<file path="src/rounded_rect_pixel_shader_core_defines.svh">
// assertion macros used by the rounded rectangle shader rtl
// expects signals named clk and rst_n in the module that uses them
`ifndef ROUNDED_RECT_PIXEL_SHADER_CORE_DEFINES_SVH
`define ROUNDED_RECT_PIXEL_SHADER_CORE_DEFINES_SVH

// checked at every clock edge outside reset
`define RRPS_ASSERT(label, prop, msg) \
    label: assert property (@(posedge clk) disable iff (!rst_n) prop) else $error(msg);

// checked at every clock edge, reset included
`define RRPS_ASSERT_RST(label, prop, msg) \
    label: assert property (@(posedge clk) prop) else $error(msg);

`endif

</file>
<file path="src/rrps_pkg.sv">
// shared constants, register codes and types of the rounded rectangle shader
// no dependencies
package rrps_pkg;

    localparam int FRAC_BITS   = 8;
    localparam int MAX_SIDE    = 4096;
    localparam int SIDE_W      = 13;
    localparam int COORD_W     = 12;
    localparam int RAD_W       = 12;
    localparam int CH_W        = 8;
    localparam int D_W         = 24;
    localparam int ROOT_W      = (D_W + 2 * FRAC_BITS) / 2;
    localparam int REM_W       = ROOT_W + 3;
    localparam int RADX_W      = 2 * ROOT_W;
    localparam int SQRT_STAGES = ROOT_W / 2;
    localparam int T_W         = FRAC_BITS + 1;
    localparam int PROD_W      = T_W + CH_W;
    localparam int CFG_IDX_W   = 3;
    localparam int CFG_DATA_W  = 64;

    localparam logic [T_W-1:0] ONE_T = T_W'(2 ** FRAC_BITS);

    typedef enum logic [CFG_IDX_W-1:0] {
        REG_WIDTH     = 3'd0,
        REG_HEIGHT    = 3'd1,
        REG_RAD_TL    = 3'd2,
        REG_RAD_TR    = 3'd3,
        REG_RAD_BL    = 3'd4,
        REG_RAD_BR    = 3'd5,
        REG_BORDER    = 3'd6,
        REG_COLOURS   = 3'd7
    } cfg_reg_t;

    typedef enum logic [2:0] {
        MODE_ZERO    = 3'd0,
        MODE_INNER   = 3'd1,
        MODE_BORDER  = 3'd2,
        MODE_BLEND   = 3'd3,
        MODE_FADE_IN = 3'd4,
        MODE_FADE_BD = 3'd5
    } shade_mode_t;

    typedef struct packed {
        logic [SIDE_W-1:0] w;
        logic [SIDE_W-1:0] h;
        logic [RAD_W-1:0]  r_tl;
        logic [RAD_W-1:0]  r_tr;
        logic [RAD_W-1:0]  r_bl;
        logic [RAD_W-1:0]  r_br;
        logic [SIDE_W-1:0] bt;
    } geom_cfg_t;

    typedef struct packed {
        shade_mode_t       mode;
        logic [SIDE_W-1:0] ring_rad;
    } shade_meta_t;

endpackage

</file>
<file path="src/rrps_shade.sv">
// back end: edge weight, channel products and output color register
// depends on rrps_pkg and the assertion macro header
`include "rounded_rect_pixel_shader_core_defines.svh"
module rrps_shade
    import rrps_pkg::*;
(
    input  logic                    clk,
    input  logic                    rst_n,
    input  logic                    en,
    input  logic                    in_valid,
    input  logic [ROOT_W-1:0]       in_root,
    input  shade_meta_t             in_meta,
    input  logic [CFG_DATA_W-1:0]   colours,
    output logic                    out_valid,
    output logic [CH_W-1:0]         alpha,
    output logic [CH_W-1:0]         red,
    output logic [CH_W-1:0]         green,
    output logic [CH_W-1:0]         blue
);

    localparam int TF_W = SIDE_W + FRAC_BITS;

    logic [3:0][CH_W-1:0] ic, bc;

    assign ic = colours[31:0];
    assign bc = colours[63:32];

    // stage f: weight of the inner side of the edge
    logic [TF_W-1:0] t_full;
    logic            f_valid_reg;
    logic [T_W-1:0]  f_t_reg;
    shade_mode_t     f_mode_reg;

    assign t_full = {in_meta.ring_rad, {FRAC_BITS{1'b0}}} - TF_W'(in_root);

    always_ff @(posedge clk or negedge rst_n)
    begin
        if (!rst_n)
            f_valid_reg <= 1'b0;
        else if (en)
            f_valid_reg <= in_valid;
    end

    always_ff @(posedge clk)
    begin
        if (en)
        begin
            f_t_reg    <= t_full[T_W-1:0];
            f_mode_reg <= in_meta.mode;
        end
    end

    // stage g: per channel products
    logic [3:0][CH_W-1:0]   src;
    logic [T_W-1:0]         t_inv;
    logic                   g_valid_reg;
    shade_mode_t            g_mode_reg;
    logic [3:0][PROD_W-1:0] g_pa_reg, g_pb_reg;

    assign src   = (f_mode_reg == MODE_FADE_BD) ? bc : ic;
    assign t_inv = ONE_T - f_t_reg;

    always_ff @(posedge clk or negedge rst_n)
    begin
        if (!rst_n)
            g_valid_reg <= 1'b0;
        else if (en)
            g_valid_reg <= f_valid_reg;
    end

    always_ff @(posedge clk)
    begin
        if (en)
        begin
            g_mode_reg <= f_mode_reg;
            for (int k = 0; k < 4; k++)
            begin
                g_pa_reg[k] <= PROD_W'(f_t_reg) * PROD_W'(src[k]);
                g_pb_reg[k] <= PROD_W'(t_inv) * PROD_W'(bc[k]);
            end
        end
    end

    // stage h: final color select
    logic [3:0][CH_W-1:0] col_next;
    logic [3:0][CH_W-1:0] out_col_reg;
    logic                 out_valid_reg;
    logic [PROD_W:0]      sum;

    always_comb
    begin
        col_next = '0;
        sum      = '0;
        case (g_mode_reg)
            MODE_ZERO:    col_next = '0;
            MODE_INNER:   col_next = ic;
            MODE_BORDER:  col_next = bc;
            MODE_BLEND:
            begin
                for (int k = 0; k < 4; k++)
                begin
                    sum = {1'b0, g_pa_reg[k]} + {1'b0, g_pb_reg[k]};
                    col_next[k] = sum[FRAC_BITS+CH_W-1:FRAC_BITS];
                end
            end
            MODE_FADE_IN:
            begin
                col_next    = ic;
                col_next[3] = g_pa_reg[3][FRAC_BITS+CH_W-1:FRAC_BITS];
            end
            MODE_FADE_BD:
            begin
                col_next    = bc;
                col_next[3] = g_pa_reg[3][FRAC_BITS+CH_W-1:FRAC_BITS];
            end
            default:      col_next = '0;
        endcase
    end

    always_ff @(posedge clk or negedge rst_n)
    begin
        if (!rst_n)
            out_valid_reg <= 1'b0;
        else if (en)
            out_valid_reg <= g_valid_reg;
    end

    always_ff @(posedge clk)
    begin
        if (en)
            out_col_reg <= col_next;
    end

    assign out_valid = out_valid_reg;
    assign alpha     = out_col_reg[3];
    assign red       = out_col_reg[2];
    assign green     = out_col_reg[1];
    assign blue      = out_col_reg[0];

    // edge weight stays within one pixel on every blended or faded request
    `RRPS_ASSERT(a_weight_range, f_valid_reg && (f_mode_reg == MODE_BLEND || f_mode_reg == MODE_FADE_IN || f_mode_reg == MODE_FADE_BD) |-> (f_t_reg != '0 && f_t_reg <= ONE_T), "edge weight out of range")
    // no result appears without a request behind it
    `RRPS_ASSERT(a_no_phantom, en && !g_valid_reg |=> !out_valid_reg, "result without request")
    // a stall freezes the output stage
    `RRPS_ASSERT(a_stall_hold, !en |=> $stable(out_valid_reg) && $stable(out_col_reg), "output moved while stalled")
    // reset empties the output stage
    `RRPS_ASSERT_RST(a_reset_empty, !rst_n |=> !out_valid_reg, "valid result during reset")

endmodule

</file>
<file path="config.mk">
export PLATFORM = sky130hd
export DESIGN_NAME = rrps_shade
export DESIGN_NICKNAME = d
export VERILOG_FILES = /design/src/rrps_pkg.sv /design/src/rrps_shade.sv
export VERILOG_INCLUDE_DIRS = /design/src /design/src/src
export SDC_FILE = /design/constraint.sdc
export NUM_CORES = 1
export LEC_CHECK = 0
export ABC_AREA = 1
export BUFFER_PORTS_ARGS = -buffer_cell sky130_fd_sc_hd__clkbuf_2
export CORE_MARGIN = 1
export CORE_UTILIZATION = 50
export DETAILED_ROUTE_END_ITERATION = 8
export PLACE_DENSITY = 0.67
export SLEW_MARGIN = 20
export SYNTH_ARGS = -nofsm -noshare
export SYNTH_HDL_FRONTEND = slang
export SYNTH_SLANG_ARGS = --single-unit
</file>
<file path="constraint.sdc">
create_clock -name clk -period 6.85 [get_ports clk]
set_input_delay 1.37 -clock clk [delete_from_list [all_inputs] [get_ports clk]]
set_output_delay 1.37 -clock clk [all_outputs]
set_load 0.05 [all_outputs]
</file>
==> metrics.cfg <==
[sta]
final_hold_viol_count=0
clock_skew_ns=0.0180
min_period_ns=5.84
finalSetupTns_ns=0
setup_violations=0
worst_pin_slew_ns=1.00
fmax_mhz=171
finalMaxSlewViolations=0
slew_headroom_pct=33.0
rsz0062_at_grt=false
timing.final.crit_share_pct=85.2

[logic_synthesis]
post_synth_inst_count=3732
synth_cell_types=40
synth_enable_flop_cells=175
synth_seq_area_share_pct=18.6
yosys_most_used_dff=edfxtp_1
synth-seq-cells=178
syn_nets=4502
synth_top_area_share_pct=22.9
netlist_top_cells_area=fa_1 (23%), edfxtp_1 (18%), ha_1 (15%), inv_1 (12%), nand2_1 (10%)
ys_warn_count=0
synth.cell_area_um2=28600
yosysTopAreaCell=fa_1
syn_avg_cell_area_um2=7.67
synthArstFlopShare_pct=1.69

[cts]
cts_tree=done
h-tree-depth=4
ctsResizeCount=0
clock_latency_ns=0.52
postCtsSetupBuffers=0
clock_path_buffers=2
cts-buffers-inserted=17
cts_hold_buf=0
path_clk_slew_ns=0.09
root_buffer=clkbuf_16
clock_sinks=178

[setup_path]
cp_max_fo=17
crit_chain=inv_1 -> ha_1 -> nand2_1 -> nor2_1 -> nand2_1 -> o21ai_1 -> nand2_2 -> inv_1 -> nand2_1 -> fa_1 -> inv_1 -> fa_1 -> fa_1 -> inv_1 -> fa_1 -> inv_1 -> ha_1 -> a21oi_1 -> o21ai_0 -> nand2_1 -> nand3_1 -> inv_1 -> nand2_1 -> nand2_1
startpoint=f_t_reg[1]
critPathCaptureType=flop
r2r_cells=24
cp.arrival_ns=6.11
critPathMaxStageDelay_ns=0.59
crit_slowest_cell=edfxtp_1
reg2reg_from=f_t_reg[1]
critical_path_required_ns=7.12
r2r_slack_ns=1.01
worstSetupStartpointType=flop
path_class=flop to flop
reg2reg_to=g_pb_reg[15]

[route]
drc=0
drtIter0Drc=1483
num_vias=23523
first_pass_iters=7
routed_via_density=5.11
antenna_left=0
wl_um=72300
wl_per_cell_um=15.7

[global_routing]
grt_overflow_total=0
grt_pass1_vias=23332
grt_start_max_net_pins=91
antenna_found_initial=0
grt_pass1_wl_um=117000
grt_use_total_pct=26.2

[hold_path]
min_from=f_mode_reg[1]
hold-path-cell-count=0
min_to=g_mode_reg[1]
hp-class=flop to flop

[die]
core_um2=56500
row_count=87
die_y_um=241
initial_utilization_pct=50.7
pin_count=137
die_w_um=241
fp.dieArea_um2=58200

[power]
power_leakage_nw=17.0
vdd_drop_max_uv=250
power_density_nw_per_um2=463

[cells_and_area]
drive_above_1_share_pct=5.67
n_antenna_cell=0
final_nets=4604
final_util_pct=54.4
area_delta_synth_final_pct=7.43

[placement]
dp_hpwl_um=58400
numPortBuffers=113
routabilityCongestion=0.905

[outcome]
outcome=complete, no violations

[run]
maxCapViolations=0

## synthesized netlist by cell type, types with 25 or more instances
library cell / instances
xnor2_1: 52
edfxtp_1: 175
o21ai_0: 58
xor2_1: 60
nand2_1: 769
inv_1: 906
clkbuf_1: 33
a21oi_1: 122
nor2_1: 519
nor3_1: 25
ha_1: 338
nand3_1: 136
fa_1: 328
o22ai_1: 30
## per-stage QoR
step / area (um^2) / worst slack, ns / cells / hold slack, ns / power (mW)
final: 30700 / 1.01 / 4603 / 0.455 / 14.2
after detailed placement: 30100 / 1.10 / 4571 / 0.435 / 13.1
after CTS: 30700 / 1.07 / 4603 / 0.455 / 14.3
after global placement: 30100 / 1.12 / 4571 / 0.440 / 13.0
after global routing: 30700 / 0.580 / 4603 / 0.478 / 16.0
after floorplan: 28600 / 1.60 / 3732 / 0.426 / 10.6
## area by class of cell
cell class | instances | area [um^2]
sequential | 178 | 5330
clock inverter | 15 | 194
timing repair buffer | 151 | 872
fill | 5430 | 25700
multi-input combinational | 2572 | 19500
clock buffer | 17 | 425
inverter | 914 | 3430
tap | 756 | 946
## layout by cell type (no fill, tap or decap), drive strengths merged, types with 20 or more instances in the layout
master  synthesis  final
nor2          530    530
nor3           26     26
ha            338    338
fa            328    328
nand3         140    140
nand2         771    771
inv           909    915
o22ai          30     30
xnor2          52     52
nand3b         23     23
edfxtp        175    175
clkbuf         33    130
o21ai          75     75
buf            35     38
xor2           60     60
a21oi         122    122
o21a           20     20
## worst max-delay path, delay by kind of cell, from the launching register on
family | cells | cell delay [ns]
AO/OA/AOI/OAI | 3 | 0.49
adder cells (fa/ha/maj) | 6 | 2.63
buffers and inverters | 6 | 0.73
flip-flops | 1 | 0.59
AND/OR/NAND/NOR | 9 | 1.12
## layer usage
layer | track usage (%) | wire (um) | up-vias
li1 | - | - | 11539
met1 | 34.3 | 31700 | 11159
met2 | 42.5 | 32900 | 702
met3 | 5.70 | 5310 | 123
met4 | 10.2 | 2430 | 0
met5 | 0 | 0 | -
## logic make-up after synthesis
family | count (synthesis) | synth area share, %
buffers and inverters | 982 | 13.1
XOR/XNOR | 112 | 3.43
adder cells (fa/ha/maj) | 666 | 37.7
flip-flops | 178 | 18.6
AO/OA/AOI/OAI | 285 | 5.70
multiplexers | 1 | 0.0393
AND/OR/NAND/NOR | 1508 | 21.4
## how the worst max path moves through the flow
stage,endpoint,cells after the start
floorplan,g_pb_reg[29],25
detailed placement,g_pb_reg[29],23
CTS,g_pb_reg[29],23
finish,g_pb_reg[15],24
global route,g_pb_reg[15],24
global placement,g_pb_reg[29],22
## power by group
group	internal (mW)	switching, mW
Sequential	2.08	0.203
Combinational	4.08	6.81
Clock	0.553	0.513
Power figures use the tool's default switching activity.
