$ cat config.mk
export PLATFORM = sky130hd
export DESIGN_NAME = rrps_isqrt
export DESIGN_NICKNAME = d
export VERILOG_FILES = /design/src/rounded_rect_pixel_shader_core_defines.svh /design/src/rrps_pkg.sv /design/src/rrps_isqrt.sv
export SDC_FILE = /design/constraint.sdc
export NUM_CORES = 1
export LEC_CHECK = 0
export BUFFER_PORTS_ARGS = -buffer_cell sky130_fd_sc_hd__buf_2
export CORE_ASPECT_RATIO = 0.8
export CORE_MARGIN = 1
export CORE_UTILIZATION = 30
export CTS_CLUSTER_SIZE = 24
export DETAILED_ROUTE_END_ITERATION = 10
export PLACE_DENSITY_LB_ADDON = 0.08
export SLEW_MARGIN = 20
export SYNTH_ARGS = -nofsm -noshare
export SYNTH_HDL_FRONTEND = slang
export SYNTH_SLANG_ARGS = --single-unit
$ cat constraint.sdc
create_clock -name clk -period 6.2 [get_ports clk]
set_input_delay 0 -clock clk [delete_from_list [all_inputs] [get_ports clk]]
set_output_delay 0 -clock clk [all_outputs]
set_load 0.01 [all_outputs]
$ cat src/rounded_rect_pixel_shader_core_defines.svh
// assertion macros used by the rounded rectangle shader rtl
// expects signals named clk and rst_n in the module that uses them
`ifndef ROUNDED_RECT_PIXEL_SHADER_CORE_DEFINES_SVH
`define ROUNDED_RECT_PIXEL_SHADER_CORE_DEFINES_SVH

// checked at every clock edge outside reset
`define RRPS_ASSERT(label, prop, msg) \
    label: assert property (@(posedge clk) disable iff (!rst_n) prop) else $error(msg);

// checked at every clock edge, reset included
`define RRPS_ASSERT_RST(label, prop, msg) \
    label: assert property (@(posedge clk) prop) else $error(msg);

`endif

$ cat src/rrps_pkg.sv
// shared constants, register codes and types of the rounded rectangle shader
// no dependencies
package rrps_pkg;

    localparam int FRAC_BITS   = 8;
    localparam int MAX_SIDE    = 4096;
    localparam int SIDE_W      = 13;
    localparam int COORD_W     = 12;
    localparam int RAD_W       = 12;
    localparam int CH_W        = 8;
    localparam int D_W         = 24;
    localparam int ROOT_W      = (D_W + 2 * FRAC_BITS) / 2;
    localparam int REM_W       = ROOT_W + 3;
    localparam int RADX_W      = 2 * ROOT_W;
    localparam int SQRT_STAGES = ROOT_W / 2;
    localparam int T_W         = FRAC_BITS + 1;
    localparam int PROD_W      = T_W + CH_W;
    localparam int CFG_IDX_W   = 3;
    localparam int CFG_DATA_W  = 64;

    localparam logic [T_W-1:0] ONE_T = T_W'(2 ** FRAC_BITS);

    typedef enum logic [CFG_IDX_W-1:0] {
        REG_WIDTH     = 3'd0,
        REG_HEIGHT    = 3'd1,
        REG_RAD_TL    = 3'd2,
        REG_RAD_TR    = 3'd3,
        REG_RAD_BL    = 3'd4,
        REG_RAD_BR    = 3'd5,
        REG_BORDER    = 3'd6,
        REG_COLOURS   = 3'd7
    } cfg_reg_t;

    typedef enum logic [2:0] {
        MODE_ZERO    = 3'd0,
        MODE_INNER   = 3'd1,
        MODE_BORDER  = 3'd2,
        MODE_BLEND   = 3'd3,
        MODE_FADE_IN = 3'd4,
        MODE_FADE_BD = 3'd5
    } shade_mode_t;

    typedef struct packed {
        logic [SIDE_W-1:0] w;
        logic [SIDE_W-1:0] h;
        logic [RAD_W-1:0]  r_tl;
        logic [RAD_W-1:0]  r_tr;
        logic [RAD_W-1:0]  r_bl;
        logic [RAD_W-1:0]  r_br;
        logic [SIDE_W-1:0] bt;
    } geom_cfg_t;

    typedef struct packed {
        shade_mode_t       mode;
        logic [SIDE_W-1:0] ring_rad;
    } shade_meta_t;

endpackage

$ cat src/rrps_isqrt.sv
// pipelined integer square root of the squared distance scaled by 2^(2*FRAC_BITS)
// two root bits per stage; depends on rrps_pkg
module rrps_isqrt
    import rrps_pkg::*;
(
    input  logic                clk,
    input  logic                rst_n,
    input  logic                en,
    input  logic                in_valid,
    input  logic [D_W-1:0]      in_d,
    input  shade_meta_t         in_meta,
    output logic                out_valid,
    output logic [ROOT_W-1:0]   out_root,
    output shade_meta_t         out_meta
);

    typedef struct packed {
        logic [REM_W-1:0]  rem;
        logic [ROOT_W-1:0] root;
    } sq_state_t;

    // one restoring digit step
    function automatic sq_state_t sq_step(sq_state_t st, logic [1:0] pair);
        logic [REM_W-1:0] rem_sh;
        logic [REM_W-1:0] trial;
        sq_state_t        nx;
        rem_sh = {st.rem[REM_W-3:0], pair};
        trial  = REM_W'({st.root, 2'b01});
        if (rem_sh >= trial)
        begin
            nx.rem  = rem_sh - trial;
            nx.root = {st.root[ROOT_W-2:0], 1'b1};
        end
        else
        begin
            nx.rem  = rem_sh;
            nx.root = {st.root[ROOT_W-2:0], 1'b0};
        end
        return nx;
    endfunction

    logic              v_reg  [SQRT_STAGES];
    sq_state_t         st_reg [SQRT_STAGES];
    logic [RADX_W-1:0] x_reg  [SQRT_STAGES];
    shade_meta_t       m_reg  [SQRT_STAGES];

    for (genvar g = 0; g < SQRT_STAGES; g++)
    begin : g_stage
        logic              v_in;
        sq_state_t         st_in, st_mid, st_next;
        logic [RADX_W-1:0] x_in;
        shade_meta_t       m_in;

        if (g == 0)
        begin : g_first
            assign v_in  = in_valid;
            assign st_in = '0;
            assign x_in  = {in_d, {(2 * FRAC_BITS){1'b0}}};
            assign m_in  = in_meta;
        end
        else
        begin : g_later
            assign v_in  = v_reg[g-1];
            assign st_in = st_reg[g-1];
            assign x_in  = x_reg[g-1];
            assign m_in  = m_reg[g-1];
        end

        // two digits from the top of the remaining radicand
        always_comb
        begin
            st_mid  = sq_step(st_in, x_in[RADX_W-1 -: 2]);
            st_next = sq_step(st_mid, x_in[RADX_W-3 -: 2]);
        end

        always_ff @(posedge clk or negedge rst_n)
        begin
            if (!rst_n)
                v_reg[g] <= 1'b0;
            else if (en)
                v_reg[g] <= v_in;
        end

        always_ff @(posedge clk)
        begin
            if (en)
            begin
                st_reg[g] <= st_next;
                x_reg[g]  <= x_in << 4;
                m_reg[g]  <= m_in;
            end
        end
    end

    assign out_valid = v_reg[SQRT_STAGES-1];
    assign out_root  = st_reg[SQRT_STAGES-1].root;
    assign out_meta  = m_reg[SQRT_STAGES-1];

endmodule

==> results.sh <==
export IMPL_synth_largest_area_cell="sky130_fd_sc_hd__edfxtp_1"
export IMPL_cts_reportedPaths_clkPinSlew_ns=0.06
export IMPL_cts_root_buf="sky130_fd_sc_hd__clkbuf_16"
export IMPL_clk_insertion_delay_late_ns=0.66
export IMPL_dp_hpwl_mm=55.5
export IMPL_critPathMaxFanout=12
export IMPL_netlist_instances=2680
export IMPL_core_area_um2=99200
export IMPL_yosysTopAreaCellShare_pct=50.1
export IMPL_antenna_violating_nets_left=0
export IMPL_floorplan_initialDensity_pct=30.5
export IMPL_synth_top_cells_by_count="504 x sky130_fd_sc_hd__edfxtp_1, 209 x sky130_fd_sc_hd__ha_1, 184 x sky130_fd_sc_hd__inv_1, 184 x sky130_fd_sc_hd__nor2_1, 179 x sky130_fd_sc_hd__a21oi_1"
export IMPL_number_of_sinks_handled_by_clock_tree_synthesis=514
export IMPL_cpPeakStageDelay_ns=0.48
export IMPL_drtPass1Iterations=5
export IMPL_synth_warn=0
export IMPL_maxCapViolCount=0
export IMPL_synth_area_um2=30200
export IMPL_final_hold_worst_slack_ns=0.0546
export IMPL_dieHeight_um=286
export IMPL_ys_async_sr_fraction_pct=1.95
export IMPL_critPathCaptureType="register"
export IMPL_diodes=0
export IMPL_final_layout_size_suffix_gt1_share_pct=11.3
export IMPL_timing_worst_setup_path_type="register to register"
export IMPL_max_freq_mhz=171
export IMPL_design_die_area_um2=102000
export IMPL_die_width_um=357
export IMPL_grt_first_pass_wirelength_mm=117
export IMPL_post_route_period_util_pct=94.1
export IMPL_synth_edff_count=504
export IMPL_place_inst=4044
export IMPL_io_buffer_count=80
export IMPL_area_growth_synth_to_final_pct=15.1
export IMPL_power_sequential_fraction_pct=37.5
export IMPL_tritoncts="yes"
export IMPL_final_critical_delay_including_setup_and_external_delays_ns=5.83
export IMPL_run_status="finished clean"
export IMPL_via_count=20700
export IMPL_postCtsSetupRepairBufs=0
export IMPL_final_cells=4203
export IMPL_critPathSlowestCell="sky130_fd_sc_hd__edfxtp_1"
export IMPL_final_nets=3104
export IMPL_total_switching_power_mw=4.42
export IMPL_yosys_most_used_dff="sky130_fd_sc_hd__edfxtp_1"
export IMPL_overall_power_mw=13.0
export IMPL_wirelength_mm=74.3
export IMPL_synth_top_cells_by_area="sky130_fd_sc_hd__edfxtp_1 50%, sky130_fd_sc_hd__ha_1 8.7%, sky130_fd_sc_hd__xnor2_1 3.8%, sky130_fd_sc_hd__a21oi_1 3.0%, sky130_fd_sc_hd__xor2_1 2.4%"
export IMPL_cts_inserted_buffers=60
export IMPL_timing_critical_path_mode_cell="sky130_fd_sc_hd__ha_1"
export IMPL_worst_pin_slew_ns=1.03
export IMPL_multi_input_comb_area_um2=13900
export IMPL_crit_required_ns=6.55
export IMPL_powerDensity_nw_per_um2=375
export IMPL_first_global_vias=20300
export IMPL_synth_sequential_area_ratio_pct=50.9
export IMPL_switching_share_pct=33.9
export IMPL_combinationalPowerShare_pct=34.7
export IMPL_synth_distinct_cells=119
export IMPL_crit_arrival_ns=6.19
export IMPL_rows=103
export IMPL_maximum_number_of_pins_on_one_net_before_global_route_repair=190
export IMPL_max_vdd_ir_drop_uv=237
export IMPL_syn_area_per_cell_um2=11.3
export IMPL_vias_per_cell=4.93
export IMPL_worst_clock_skew_ns=0.0389
export IMPL_setup_tns_final_ns=0
export IMPL_max_slew_margin_rel_pct=31.4
export IMPL_num_io_pins=81
export IMPL_cts_buffer_depth=3
export IMPL_critical_path_startpoint_type="register"
export IMPL_grt_antenna_before_repair=0
export IMPL_gpl_final_weighted_congestion=0.837
export IMPL_drtIter0Drc=1383
export IMPL_regToRegSetupSlack_ns=0.37
export IMPL_holdCritPathClass="input port to register"
export IMPL_regArea_um2=15400
export IMPL_leakage_nw=13.5
export IMPL_post_drt_wl_per_cell_um=17.7
export IMPL_synth_ff_latch_count=514
export IMPL_post_detailed_route_drc_marker_count=0
export IMPL_synth_most_common_cell="sky130_fd_sc_hd__edfxtp_1"
export IMPL_grt_usage_pct=14.4
export IMPL_crit_path_cell_trace="inv_1 > ha_1 > a21o_1 > a31o_2 > a211oi_1 > nand2_2 > inv_2 > o21ai_0 > ha_1 > nand4_1 > or2_2 > or4_1 > and2_1 > o21a_1 > nand3_1 > nor3_2 > nor4b_1 > xor2_1"
export IMPL_internal_power_mw=8.63
export IMPL_hold_viol_final=0
export IMPL_htree_levels=2
export IMPL_timing_critical_path_buf_inv=2
export IMPL_crit_family="simple AND/OR/NAND/NOR gates"
export IMPL_grt_overflow_total=0
export IMPL_setup_viol=0
export IMPL_pwr_share_clk_pct=27.8
export IMPL_n_fill_cell=9806
export IMPL_grt_setup_unrepaired="false"
export IMPL_final_max_slew_violation_count=0
export IMPL_largest_reg_flops=284
path summary, 6_finish.rpt:
kind	start	end	cells past startpoint
hold reg to reg	m_reg[0][15]	m_reg[1][15]	0
hold / removal	in_meta[2]	m_reg[0][2]	2
min in group asynchronous	rst_n	out_valid	3
max in group asynchronous	rst_n	g_stage[2].v_in	3
setup reg to reg	st_reg[4][8]	st_reg[5][40]	18
setup / recovery	st_reg[4][8]	st_reg[5][40]	18
worst reg2reg max path, cell delays in order, from the launching register on:
cell and delay, ns:
sky130_fd_sc_hd__edfxtp_1 0.48, sky130_fd_sc_hd__inv_1 0.13, sky130_fd_sc_hd__ha_1 0.38, sky130_fd_sc_hd__a21o_1 0.20, sky130_fd_sc_hd__a31o_2 0.25, sky130_fd_sc_hd__a211oi_1 0.43
sky130_fd_sc_hd__nand2_2 0.27, sky130_fd_sc_hd__inv_2 0.29, sky130_fd_sc_hd__o21ai_0 0.26, sky130_fd_sc_hd__ha_1 0.41, sky130_fd_sc_hd__nand4_1 0.13, sky130_fd_sc_hd__or2_2 0.34
sky130_fd_sc_hd__or4_1 0.46, sky130_fd_sc_hd__and2_1 0.23, sky130_fd_sc_hd__o21a_1 0.23, sky130_fd_sc_hd__nand3_1 0.33, sky130_fd_sc_hd__nor3_2 0.21, sky130_fd_sc_hd__nor4b_1 0.40
sky130_fd_sc_hd__xor2_1 0.12
per-stage QoR:
step           instance area (um^2)  worst slack, ns  utilization [%]
3_5_place_dp                  32200            0.170             32.5
3_3_place_gp                  32200            0.213             32.5
6_report                      34800            0.368             35.1
5_1_grt                       34800           0.0191             35.1
4_1_cts                       34800            0.130             35.0
2_1_floorplan                 30200            0.666                -
layer usage:
layer | wire length [um] | part of all wire, % | GRT usage [%] | vias up
met5 | 0 | 0 | 0 | -
li1 | - | - | - | 10300
met4 | 1470 | 2.0 | 3.58 | 0
met2 | 31200 | 42 | 21.6 | 339
met1 | 39100 | 53 | 21.6 | 9937
met3 | 2470 | 3.3 | 1.95 | 96
repair_timing:
action | in CTS | in global routing
endpoints found under the hold margin | 129 | 0
setup endpoints to repair | 0 | 38
resized for setup | 0 | 5
hold buffers | 48 | 0
kinds of logic (layout without fill, tap and decap cells):
| kind of cell | count (synthesis) | after routing | share of synthesized area (%) |
|---|---|---|---|
| muxes | 91 | 91 | 3.30 |
| other | 1 | 3 | 0.0124 |
| buffers and inverters | 241 | 448 | 3.21 |
| DFF | 514 | 514 | 50.9 |
| AOI/OAI and AO/OA | 635 | 635 | 13.7 |
| adders and majority gates | 216 | 216 | 9.12 |
| and+or+nand+nor | 767 | 769 | 13.5 |
| xor gates and xnor gates | 215 | 215 | 6.25 |
placed cells by master, fill, tap and decap left out, drive strengths merged, types with 77 or more instances in the layout:
| cell type | instances |
|---|---|
| clkbuf | 77 |
| nand2 | 169 |
| a21oi | 184 |
| ha | 209 |
| o21ai | 152 |
| inv | 190 |
| xnor2 | 130 |
| edfxtp | 504 |
| xor2 | 85 |
| nor2 | 185 |
| nor3 | 77 |
| buf | 102 |
area by class of cell:
class	instances	share of cell area (%)
Clock buffer	77	4.61
Clock inverter	32	1.25
Inverter	189	2.05
Multi-Input combinational cell	1929	40.0
Sequential cell	514	44.2
Tap cell	1312	4.72
Timing Repair Buffer	150	3.14
power by group through the flow:
| stage | combinational (mW) | sequential, mW | clock [mW] |
|---|---|---|---|
| 2_1_floorplan | 3.40 | 4.77 | 0 |
| 3_3_place_gp | 4.46 | 4.97 | 0 |
| 3_5_place_dp | 4.45 | 4.97 | 0 |
| 4_1_cts | 4.51 | 4.90 | 3.79 |
| 5_1_grt | 5.04 | 4.95 | 3.91 |
| 6_report | 4.53 | 4.89 | 3.63 |
(Power assumes the default switching activity.)
