$ cat config.mk
export PLATFORM = sky130hd
export DESIGN_NAME = rrps_geom
export DESIGN_NICKNAME = d
export VERILOG_FILES = /design/src/rounded_rect_pixel_shader_core_defines.svh /design/src/rrps_pkg.sv /design/src/rrps_geom.sv
export SDC_FILE = /design/constraint.sdc
export NUM_CORES = 2
export LEC_CHECK = 0
export BUFFER_PORTS_ARGS = -buffer_cell sky130_fd_sc_hd__buf_4
export CORE_MARGIN = 10
export CORE_UTILIZATION = 35
export CTS_BUF_LIST = sky130_fd_sc_hd__clkbuf_4 sky130_fd_sc_hd__clkbuf_8
export DETAILED_ROUTE_END_ITERATION = 10
export PLACE_DENSITY = 0.48
export REMOVE_ABC_BUFFERS = 1
export SETUP_SLACK_MARGIN = 0.4
export SYNTH_ARGS = -nofsm -noshare
export SYNTH_HDL_FRONTEND = slang
export SYNTH_SLANG_ARGS = --single-unit
$ cat constraint.sdc
create_clock -name clk -period 7 [get_ports clk]
set_clock_uncertainty 0.1 [all_clocks]
set_input_delay 1.4 -clock clk [delete_from_list [all_inputs] [get_ports clk]]
set_output_delay 1.4 -clock clk [all_outputs]
set_load 0.02 [all_outputs]
$ cat src/rounded_rect_pixel_shader_core_defines.svh
// assertion macros used by the rounded rectangle shader rtl
// expects signals named clk and rst_n in the module that uses them
`ifndef ROUNDED_RECT_PIXEL_SHADER_CORE_DEFINES_SVH
`define ROUNDED_RECT_PIXEL_SHADER_CORE_DEFINES_SVH

// checked at every clock edge outside reset
`define RRPS_ASSERT(label, prop, msg) \
    label: assert property (@(posedge clk) disable iff (!rst_n) prop) else $error(msg);

// checked at every clock edge, reset included
`define RRPS_ASSERT_RST(label, prop, msg) \
    label: assert property (@(posedge clk) prop) else $error(msg);

`endif

$ cat src/rrps_pkg.sv
// shared constants, register codes and types of the rounded rectangle shader
// no dependencies
package rrps_pkg;

    localparam int FRAC_BITS   = 8;
    localparam int MAX_SIDE    = 4096;
    localparam int SIDE_W      = 13;
    localparam int COORD_W     = 12;
    localparam int RAD_W       = 12;
    localparam int CH_W        = 8;
    localparam int D_W         = 24;
    localparam int ROOT_W      = (D_W + 2 * FRAC_BITS) / 2;
    localparam int REM_W       = ROOT_W + 3;
    localparam int RADX_W      = 2 * ROOT_W;
    localparam int SQRT_STAGES = ROOT_W / 2;
    localparam int T_W         = FRAC_BITS + 1;
    localparam int PROD_W      = T_W + CH_W;
    localparam int CFG_IDX_W   = 3;
    localparam int CFG_DATA_W  = 64;

    localparam logic [T_W-1:0] ONE_T = T_W'(2 ** FRAC_BITS);

    typedef enum logic [CFG_IDX_W-1:0] {
        REG_WIDTH     = 3'd0,
        REG_HEIGHT    = 3'd1,
        REG_RAD_TL    = 3'd2,
        REG_RAD_TR    = 3'd3,
        REG_RAD_BL    = 3'd4,
        REG_RAD_BR    = 3'd5,
        REG_BORDER    = 3'd6,
        REG_COLOURS   = 3'd7
    } cfg_reg_t;

    typedef enum logic [2:0] {
        MODE_ZERO    = 3'd0,
        MODE_INNER   = 3'd1,
        MODE_BORDER  = 3'd2,
        MODE_BLEND   = 3'd3,
        MODE_FADE_IN = 3'd4,
        MODE_FADE_BD = 3'd5
    } shade_mode_t;

    typedef struct packed {
        logic [SIDE_W-1:0] w;
        logic [SIDE_W-1:0] h;
        logic [RAD_W-1:0]  r_tl;
        logic [RAD_W-1:0]  r_tr;
        logic [RAD_W-1:0]  r_bl;
        logic [RAD_W-1:0]  r_br;
        logic [SIDE_W-1:0] bt;
    } geom_cfg_t;

    typedef struct packed {
        shade_mode_t       mode;
        logic [SIDE_W-1:0] ring_rad;
    } shade_meta_t;

endpackage

$ cat src/rrps_geom.sv
// geometry front end: corner pick, squared distance and shading mode
// depends on rrps_pkg
module rrps_geom
    import rrps_pkg::*;
(
    input  logic                clk,
    input  logic                rst_n,
    input  logic                en,
    input  logic                in_valid,
    input  logic [COORD_W-1:0]  pixel_x,
    input  logic [COORD_W-1:0]  pixel_y,
    input  geom_cfg_t           cfg,
    output logic                out_valid,
    output logic [D_W-1:0]      out_d,
    output shade_meta_t         out_meta
);

    // stage a: rectangle test, corner select
    logic [SIDE_W-1:0]  x13, y13, rx13, ry13;
    logic [COORD_W-1:0] rx, ry;
    logic [SIDE_W:0]    x14, y14, bt14, w14, h14;
    logic               in_rect, flat_inner;
    logic               corner_next;
    logic [RAD_W-1:0]   rad_next;
    logic [COORD_W-1:0] i_next, j_next;
    shade_mode_t        flat_next;

    logic               a_valid_reg, a_corner_reg;
    shade_mode_t        a_flat_reg;
    logic [RAD_W-1:0]   a_rad_reg;
    logic [COORD_W-1:0] a_i_reg, a_j_reg;

    always_comb
    begin
        x13  = {1'b0, pixel_x};
        y13  = {1'b0, pixel_y};
        rx13 = cfg.w - x13 - SIDE_W'(1);
        ry13 = cfg.h - y13 - SIDE_W'(1);
        rx   = rx13[COORD_W-1:0];
        ry   = ry13[COORD_W-1:0];
        x14  = {2'b00, pixel_x};
        y14  = {2'b00, pixel_y};
        bt14 = {1'b0, cfg.bt};
        w14  = {1'b0, cfg.w};
        h14  = {1'b0, cfg.h};
        in_rect = (x13 < cfg.w) && (y13 < cfg.h);
        flat_inner = (cfg.bt == '0) ||
                     ((x14 >= bt14) && (x14 + bt14 < w14) &&
                      (y14 >= bt14) && (y14 + bt14 < h14));
        corner_next = in_rect;
        rad_next    = '0;
        i_next      = pixel_x;
        j_next      = pixel_y;
        if (pixel_x < cfg.r_tl && pixel_y < cfg.r_tl)
        begin
            rad_next = cfg.r_tl;
        end
        else if (rx < cfg.r_tr && pixel_y < cfg.r_tr)
        begin
            rad_next = cfg.r_tr;
            i_next   = rx;
        end
        else if (rx < cfg.r_br && ry < cfg.r_br)
        begin
            rad_next = cfg.r_br;
            i_next   = rx;
            j_next   = ry;
        end
        else if (pixel_x < cfg.r_bl && ry < cfg.r_bl)
        begin
            rad_next = cfg.r_bl;
            j_next   = ry;
        end
        else
        begin
            corner_next = 1'b0;
        end
        if (!in_rect)
            flat_next = MODE_ZERO;
        else if (flat_inner)
            flat_next = MODE_INNER;
        else
            flat_next = MODE_BORDER;
    end

    always_ff @(posedge clk or negedge rst_n)
    begin
        if (!rst_n)
            a_valid_reg <= 1'b0;
        else if (en)
            a_valid_reg <= in_valid;
    end

    always_ff @(posedge clk)
    begin
        if (en)
        begin
            a_corner_reg <= corner_next;
            a_flat_reg   <= flat_next;
            a_rad_reg    <= rad_next;
            a_i_reg      <= i_next;
            a_j_reg      <= j_next;
        end
    end

    // stage b: offsets from the corner center, inner ring radius
    logic               b_valid_reg, b_corner_reg, b_pos_reg;
    shade_mode_t        b_flat_reg;
    logic [RAD_W-1:0]   b_rad_reg, b_di_reg, b_dj_reg, b_b_reg;

    always_ff @(posedge clk or negedge rst_n)
    begin
        if (!rst_n)
            b_valid_reg <= 1'b0;
        else if (en)
            b_valid_reg <= a_valid_reg;
    end

    always_ff @(posedge clk)
    begin
        if (en)
        begin
            b_corner_reg <= a_corner_reg;
            b_flat_reg   <= a_flat_reg;
            b_rad_reg    <= a_rad_reg;
            b_di_reg     <= a_rad_reg - a_i_reg;
            b_dj_reg     <= a_rad_reg - a_j_reg;
            b_pos_reg    <= (cfg.bt != '0) && (cfg.bt < {1'b0, a_rad_reg});
            b_b_reg      <= a_rad_reg - cfg.bt[RAD_W-1:0];
        end
    end

    // stage c: squares
    logic               c_valid_reg, c_corner_reg, c_pos_reg;
    shade_mode_t        c_flat_reg;
    logic [RAD_W-1:0]   c_rad_reg, c_b_reg;
    logic [D_W-1:0]     c_sqi_reg, c_sqj_reg, c_r2_reg, c_r12_reg, c_b2_reg, c_b12_reg;
    logic [SIDE_W-1:0]  b_rad1, b_b1;

    assign b_rad1 = {1'b0, b_rad_reg} + SIDE_W'(1);
    assign b_b1   = {1'b0, b_b_reg} + SIDE_W'(1);

    always_ff @(posedge clk or negedge rst_n)
    begin
        if (!rst_n)
            c_valid_reg <= 1'b0;
        else if (en)
            c_valid_reg <= b_valid_reg;
    end

    always_ff @(posedge clk)
    begin
        if (en)
        begin
            c_corner_reg <= b_corner_reg;
            c_flat_reg   <= b_flat_reg;
            c_pos_reg    <= b_pos_reg;
            c_rad_reg    <= b_rad_reg;
            c_b_reg      <= b_b_reg;
            c_sqi_reg    <= D_W'(b_di_reg) * D_W'(b_di_reg);
            c_sqj_reg    <= D_W'(b_dj_reg) * D_W'(b_dj_reg);
            c_r2_reg     <= D_W'(b_rad_reg) * D_W'(b_rad_reg);
            c_r12_reg    <= D_W'(b_rad1) * D_W'(b_rad1);
            c_b2_reg     <= D_W'(b_b_reg) * D_W'(b_b_reg);
            c_b12_reg    <= D_W'(b_b1) * D_W'(b_b1);
        end
    end

    // stage d: squared distance
    logic               d_valid_reg, d_corner_reg, d_pos_reg;
    shade_mode_t        d_flat_reg;
    logic [RAD_W-1:0]   d_rad_reg, d_b_reg;
    logic [D_W-1:0]     d_d_reg, d_r2_reg, d_r12_reg, d_b2_reg, d_b12_reg;

    always_ff @(posedge clk or negedge rst_n)
    begin
        if (!rst_n)
            d_valid_reg <= 1'b0;
        else if (en)
            d_valid_reg <= c_valid_reg;
    end

    always_ff @(posedge clk)
    begin
        if (en)
        begin
            d_corner_reg <= c_corner_reg;
            d_flat_reg   <= c_flat_reg;
            d_pos_reg    <= c_pos_reg;
            d_rad_reg    <= c_rad_reg;
            d_b_reg      <= c_b_reg;
            d_d_reg      <= c_sqi_reg + c_sqj_reg;
            d_r2_reg     <= c_r2_reg;
            d_r12_reg    <= c_r12_reg;
            d_b2_reg     <= c_b2_reg;
            d_b12_reg    <= c_b12_reg;
        end
    end

    // stage e: distance compares pick the shading mode
    shade_meta_t        meta_next;
    logic               e_valid_reg;
    logic [D_W-1:0]     e_d_reg;
    shade_meta_t        e_meta_reg;

    always_comb
    begin
        meta_next.mode     = d_flat_reg;
        meta_next.ring_rad = {1'b0, d_rad_reg} + SIDE_W'(1);
        if (d_corner_reg)
        begin
            if (d_pos_reg && d_d_reg < d_b2_reg)
                meta_next.mode = MODE_INNER;
            else if (d_pos_reg && d_d_reg < d_b12_reg)
            begin
                meta_next.mode     = MODE_BLEND;
                meta_next.ring_rad = {1'b0, d_b_reg} + SIDE_W'(1);
            end
            else if (d_d_reg < d_r2_reg)
                meta_next.mode = (cfg.bt == '0) ? MODE_INNER : MODE_BORDER;
            else if (d_d_reg < d_r12_reg)
                meta_next.mode = (cfg.bt == '0) ? MODE_FADE_IN : MODE_FADE_BD;
            else
                meta_next.mode = MODE_ZERO;
        end
    end

    always_ff @(posedge clk or negedge rst_n)
    begin
        if (!rst_n)
            e_valid_reg <= 1'b0;
        else if (en)
            e_valid_reg <= d_valid_reg;
    end

    always_ff @(posedge clk)
    begin
        if (en)
        begin
            e_d_reg    <= d_d_reg;
            e_meta_reg <= meta_next;
        end
    end

    assign out_valid = e_valid_reg;
    assign out_d     = e_d_reg;
    assign out_meta  = e_meta_reg;

endmodule

==> tab_implementation.tex <==
\begin{tabular}{lr}
\hline
Metric & Value \\
\hline
\multicolumn{2}{l}{\textbf{Placed design}} \\
Dpl hpwl & 105 mm \\
Placed cell count & 6845 \\
Global placement routability congestion & 0.867 \\
Port buffer count & 155 \\
\multicolumn{2}{l}{\textbf{Synth}} \\
Cell count after synthesis & 4757 \\
Total standard cell area after synthesis & 0.0491 mm² \\
Top cells by area in the synthesized netlist & sky130\_fd\_sc\_hd\_\_edfxtp\_1 27\%, sky130\_fd\_sc\_hd\_\_fa\_1 21\%, sky130\_fd\_sc\_hd\_\_ha\_1 18\%, sky130\_fd\_sc\_hd\_\_inv\_1 8.1\%, sky130\_fd\_sc\_hd\_\_xnor2\_1 3.3\% \\
Area leader, netlist & sky130\_fd\_sc\_hd\_\_edfxtp\_1 \\
Adder and majority gate portion of the synthesized area & 0.394 \\
Synthesized area per cell & 10.3 µm² \\
Most instantiated library cell after synthesis & sky130\_fd\_sc\_hd\_\_inv\_1 \\
Portion of synthesized cell area occupied by the leading cell type & 0.268 \\
Seq cells post-synth & 442 \\
Largest family of logic cells by synthesized area & adder cells \\
Compound-gate portion of the synthesized area & 0.0895 \\
Most numerous cell types in the synthesized netlist & 1058 x sky130\_fd\_sc\_hd\_\_inv\_1, 718 x sky130\_fd\_sc\_hd\_\_ha\_1, 517 x sky130\_fd\_sc\_hd\_\_fa\_1 \\
Proportion of synthesized flip-flops having asynchronous set or reset & 0.0113 \\
Most used flip-flop cell after synthesis & sky130\_fd\_sc\_hd\_\_edfxtp\_1 \\
Warnings, synthesis & 0 \\
Share of the yosys chip area belonging to registers & 0.270 \\
Share of the synthesized netlist area taken by xor and xnor gates & 0.0479 \\
Multiplexer area fraction after synthesis & 0.0118 \\
EDFF count, synth & 437 \\
Count of unique library cells instantiated by Yosys & 86 \\
Post-Synth Simple-Gate Area & 0.0992 \\
\multicolumn{2}{l}{\textbf{Timing}} \\
Minimum clock period after layout & 6460 ps \\
Setup\_tns & 0 ps \\
Final slew viol count & 0 \\
Slew margin rel. & 0.341 \\
Worst-Margin Slew & 985 ps \\
Max Clock Freq & 155 MHz \\
Final setup violation count & 0 \\
Unrepaired setup endpoints after global routing & yes \\
Final Cycle Share & 0.923 \\
Worst slack on hold paths & 281 ps \\
Final Hold Fails & 0 \\
\multicolumn{2}{l}{\textbf{Final layout}} \\
Area growth, synth to finish & 14.0\% \\
Fraction of layout cells with a size suffix above 1 & 0.118 \\
Filler Cells Inserted & 13700 \\
Sequential cell area & 0.0132 mm² \\
NumNets Final & 6449 \\
Final Instance Count excl. Fillers & 7051 \\
Footprint of the multi-input gates & 0.0321 mm² \\
\multicolumn{2}{l}{\textbf{Detailed routing}} \\
Number of vias in the routed layout & 33212 \\
Routed wire length & 129 mm \\
Iter 0 DRT Violations & 1901 \\
Post-DRT Antenna Nets & 1 \\
Number of DRC violations after detailed routing & 0 \\
Count of TritonRoute iterations in the first routing pass & 7 \\
Per-cell routed wire length & 18.3 µm \\
Vias per cell & 4.71 \\
\multicolumn{2}{l}{\textbf{GRT}} \\
Global-route usage over all layers & 0.167 \\
Initial antenna violation count & 22 \\
Via count of the first global-routing pass & 35062 \\
Maximum number of pins on one net before global-route repair & 139 \\
Total global routing overflow & 0 \\
Global-route wire length before repair & 202 mm \\
\multicolumn{2}{l}{\textbf{Die}} \\
Width of the die & 394 µm \\
CORE AREA & 0.139 mm² \\
DIE AREA & 0.156 mm² \\
Vert. Die Dim & 394 µm \\
Number of top-level pins & 156 \\
Initial core utilization & 0.352 \\
Number of standard-cell rows in the floorplan & 137 \\
\multicolumn{2}{l}{\textbf{Clock network}} \\
Cts bufs inserted & 87 \\
Clock latency of the later-clocked register in the worst-skew pair & 800 ps \\
Sink Count & 442 \\
H-tree depth & 3 \\
Clock tree from TritonCTS & built \\
Maximum buffer depth of the clock tree & 3 \\
Root buffer cell & sky130\_fd\_sc\_hd\_\_clkbuf\_8 \\
Clock slew at reported path FFs & 60 ps \\
\multicolumn{2}{l}{\textbf{Min path}} \\
Worst hold path class & flip-flop to flip-flop \\
HP Start & c\_r2\_reg[10] \\
Count of cells along the worst hold path & 0 \\
End point of the worst hold path & d\_r2\_reg[10] \\
\multicolumn{2}{l}{\textbf{Worst setup path}} \\
Setup CP Type & flip-flop to flip-flop \\
Largest fanout on the critical path & 5 \\
Worst R2R Path Depth & 22 \\
Required time at the worst-slack endpoint & 7380 ps \\
Arr. time, crit path & 6850 ps \\
Capture point of the worst reg-to-reg path & c\_b12\_reg[22] \\
Critical Path End Type & flip-flop \\
R2r setup slk & 540 ps \\
Crit path launch type & flip-flop \\
Reg-to-reg startpoint & b\_b\_reg[1] \\
\multicolumn{2}{l}{\textbf{Status}} \\
Run status & finished, violations left \\
Violations in the final reports & antenna rules \\
\multicolumn{2}{l}{\textbf{Job}} \\
Maximum capacitance violations & 0 \\
\hline
\end{tabular}
==> cell families (layout without fill, tap and decap cells) <==
| logic type | count (synthesis) | in the layout |
|---|---|---|
| flip-flops | 442 | 442 |
| AO/OA/AOI/OAI | 658 | 658 |
| AND/OR/NAND/NOR | 973 | 973 |
| XOR/XNOR | 268 | 268 |
| buffers and inverters | 1132 | 1527 |
| adder cells (fa/ha/maj) | 1235 | 1235 |
| multiplexers | 47 | 47 |
| other | 2 | 25 |
==> through the flow <==
stage	util	cell area, µm²	setup slack, ps
detailed placement	0.382	53200	172
finish	0.401	55900	536
global route	0.401	55900	282
CTS	0.396	55200	398
floorplan	-	48800	149
global placement	0.382	53200	266
==> final cells by class <==
class,instances,area share
clock buffer,113,0.0252
multi-input combinational,3197,0.575
antenna,9,0.000403
inverter,1063,0.0714
clock inverter,43,0.00653
sequential,442,0.237
timing repair buffer,308,0.0424
tap,1876,0.0420
==> worst max-delay path: stages (launching register included) <==
cell and delay, ps:
sky130_fd_sc_hd__edfxtp_1 440, sky130_fd_sc_hd__and2_4 200, sky130_fd_sc_hd__nand2_4 80, sky130_fd_sc_hd__nor3_4 280, sky130_fd_sc_hd__buf_6 150, sky130_fd_sc_hd__and3_4 220, sky130_fd_sc_hd__xnor2_4 180, sky130_fd_sc_hd__nor2_1 160
sky130_fd_sc_hd__fa_1 500, sky130_fd_sc_hd__inv_1 50, sky130_fd_sc_hd__fa_1 500, sky130_fd_sc_hd__inv_1 60, sky130_fd_sc_hd__fa_1 570, sky130_fd_sc_hd__fa_1 430, sky130_fd_sc_hd__fa_1 440, sky130_fd_sc_hd__ha_1 240
sky130_fd_sc_hd__or2_4 270, sky130_fd_sc_hd__o311a_1 340, sky130_fd_sc_hd__o21ai_2 190, sky130_fd_sc_hd__a21boi_2 80, sky130_fd_sc_hd__or4_1 410, sky130_fd_sc_hd__a31oi_1 210, sky130_fd_sc_hd__xnor2_1 100
==> repair_timing <==
action	4_1_cts	5_1_grt
hold buffers	0	0
pin swaps	7	43
setup buffers	8	33
endpoints found under the setup margin	4	11
resized for setup	27	107
==> layout by cell type (no fill, tap or decap), types with 77 or more instances in the layout <==
| cell | Yosys | layout |
|---|---|---|
| sky130_fd_sc_hd__inv_1 | 1058 | 1050 |
| sky130_fd_sc_hd__ha_1 | 718 | 703 |
| sky130_fd_sc_hd__fa_1 | 517 | 514 |
| sky130_fd_sc_hd__edfxtp_1 | 437 | 437 |
| sky130_fd_sc_hd__buf_4 | 1 | 298 |
| sky130_fd_sc_hd__nand2_1 | 234 | 223 |
| sky130_fd_sc_hd__nor2_1 | 243 | 223 |
| sky130_fd_sc_hd__a21oi_1 | 192 | 190 |
| sky130_fd_sc_hd__xnor2_1 | 186 | 177 |
| sky130_fd_sc_hd__and2_1 | 172 | 165 |
| sky130_fd_sc_hd__o21ai_0 | 111 | 105 |
| sky130_fd_sc_hd__clkbuf_8 | 0 | 90 |
| sky130_fd_sc_hd__a21o_1 | 86 | 86 |
| sky130_fd_sc_hd__xor2_1 | 82 | 77 |
==> routing by layer <==
layer | up-vias | part of all wire | GRT usage
met3 | 171 | 0.047 | 0.0282
met2 | 608 | 0.47 | 0.281
met5 | - | 0.00021 | 0
met1 | 16125 | 0.45 | 0.221
li1 | 16304 | - | -
met4 | 4 | 0.027 | 0.0433
==> worst max-delay path by stage <==
stage                      start            end
detailed placement  b_rad_reg[2]  c_r12_reg[23]
CTS                 b_rad_reg[3]  c_r12_reg[23]
global placement    b_rad_reg[2]  c_r12_reg[23]
finish                b_b_reg[1]  c_b12_reg[22]
floorplan           b_rad_reg[7]  c_r12_reg[23]
global route          b_b_reg[1]  c_b12_reg[22]
Power is left out: the tool's default activity adds up to more than one toggle a clock period on the data nets, which glitch-free logic cannot reach.
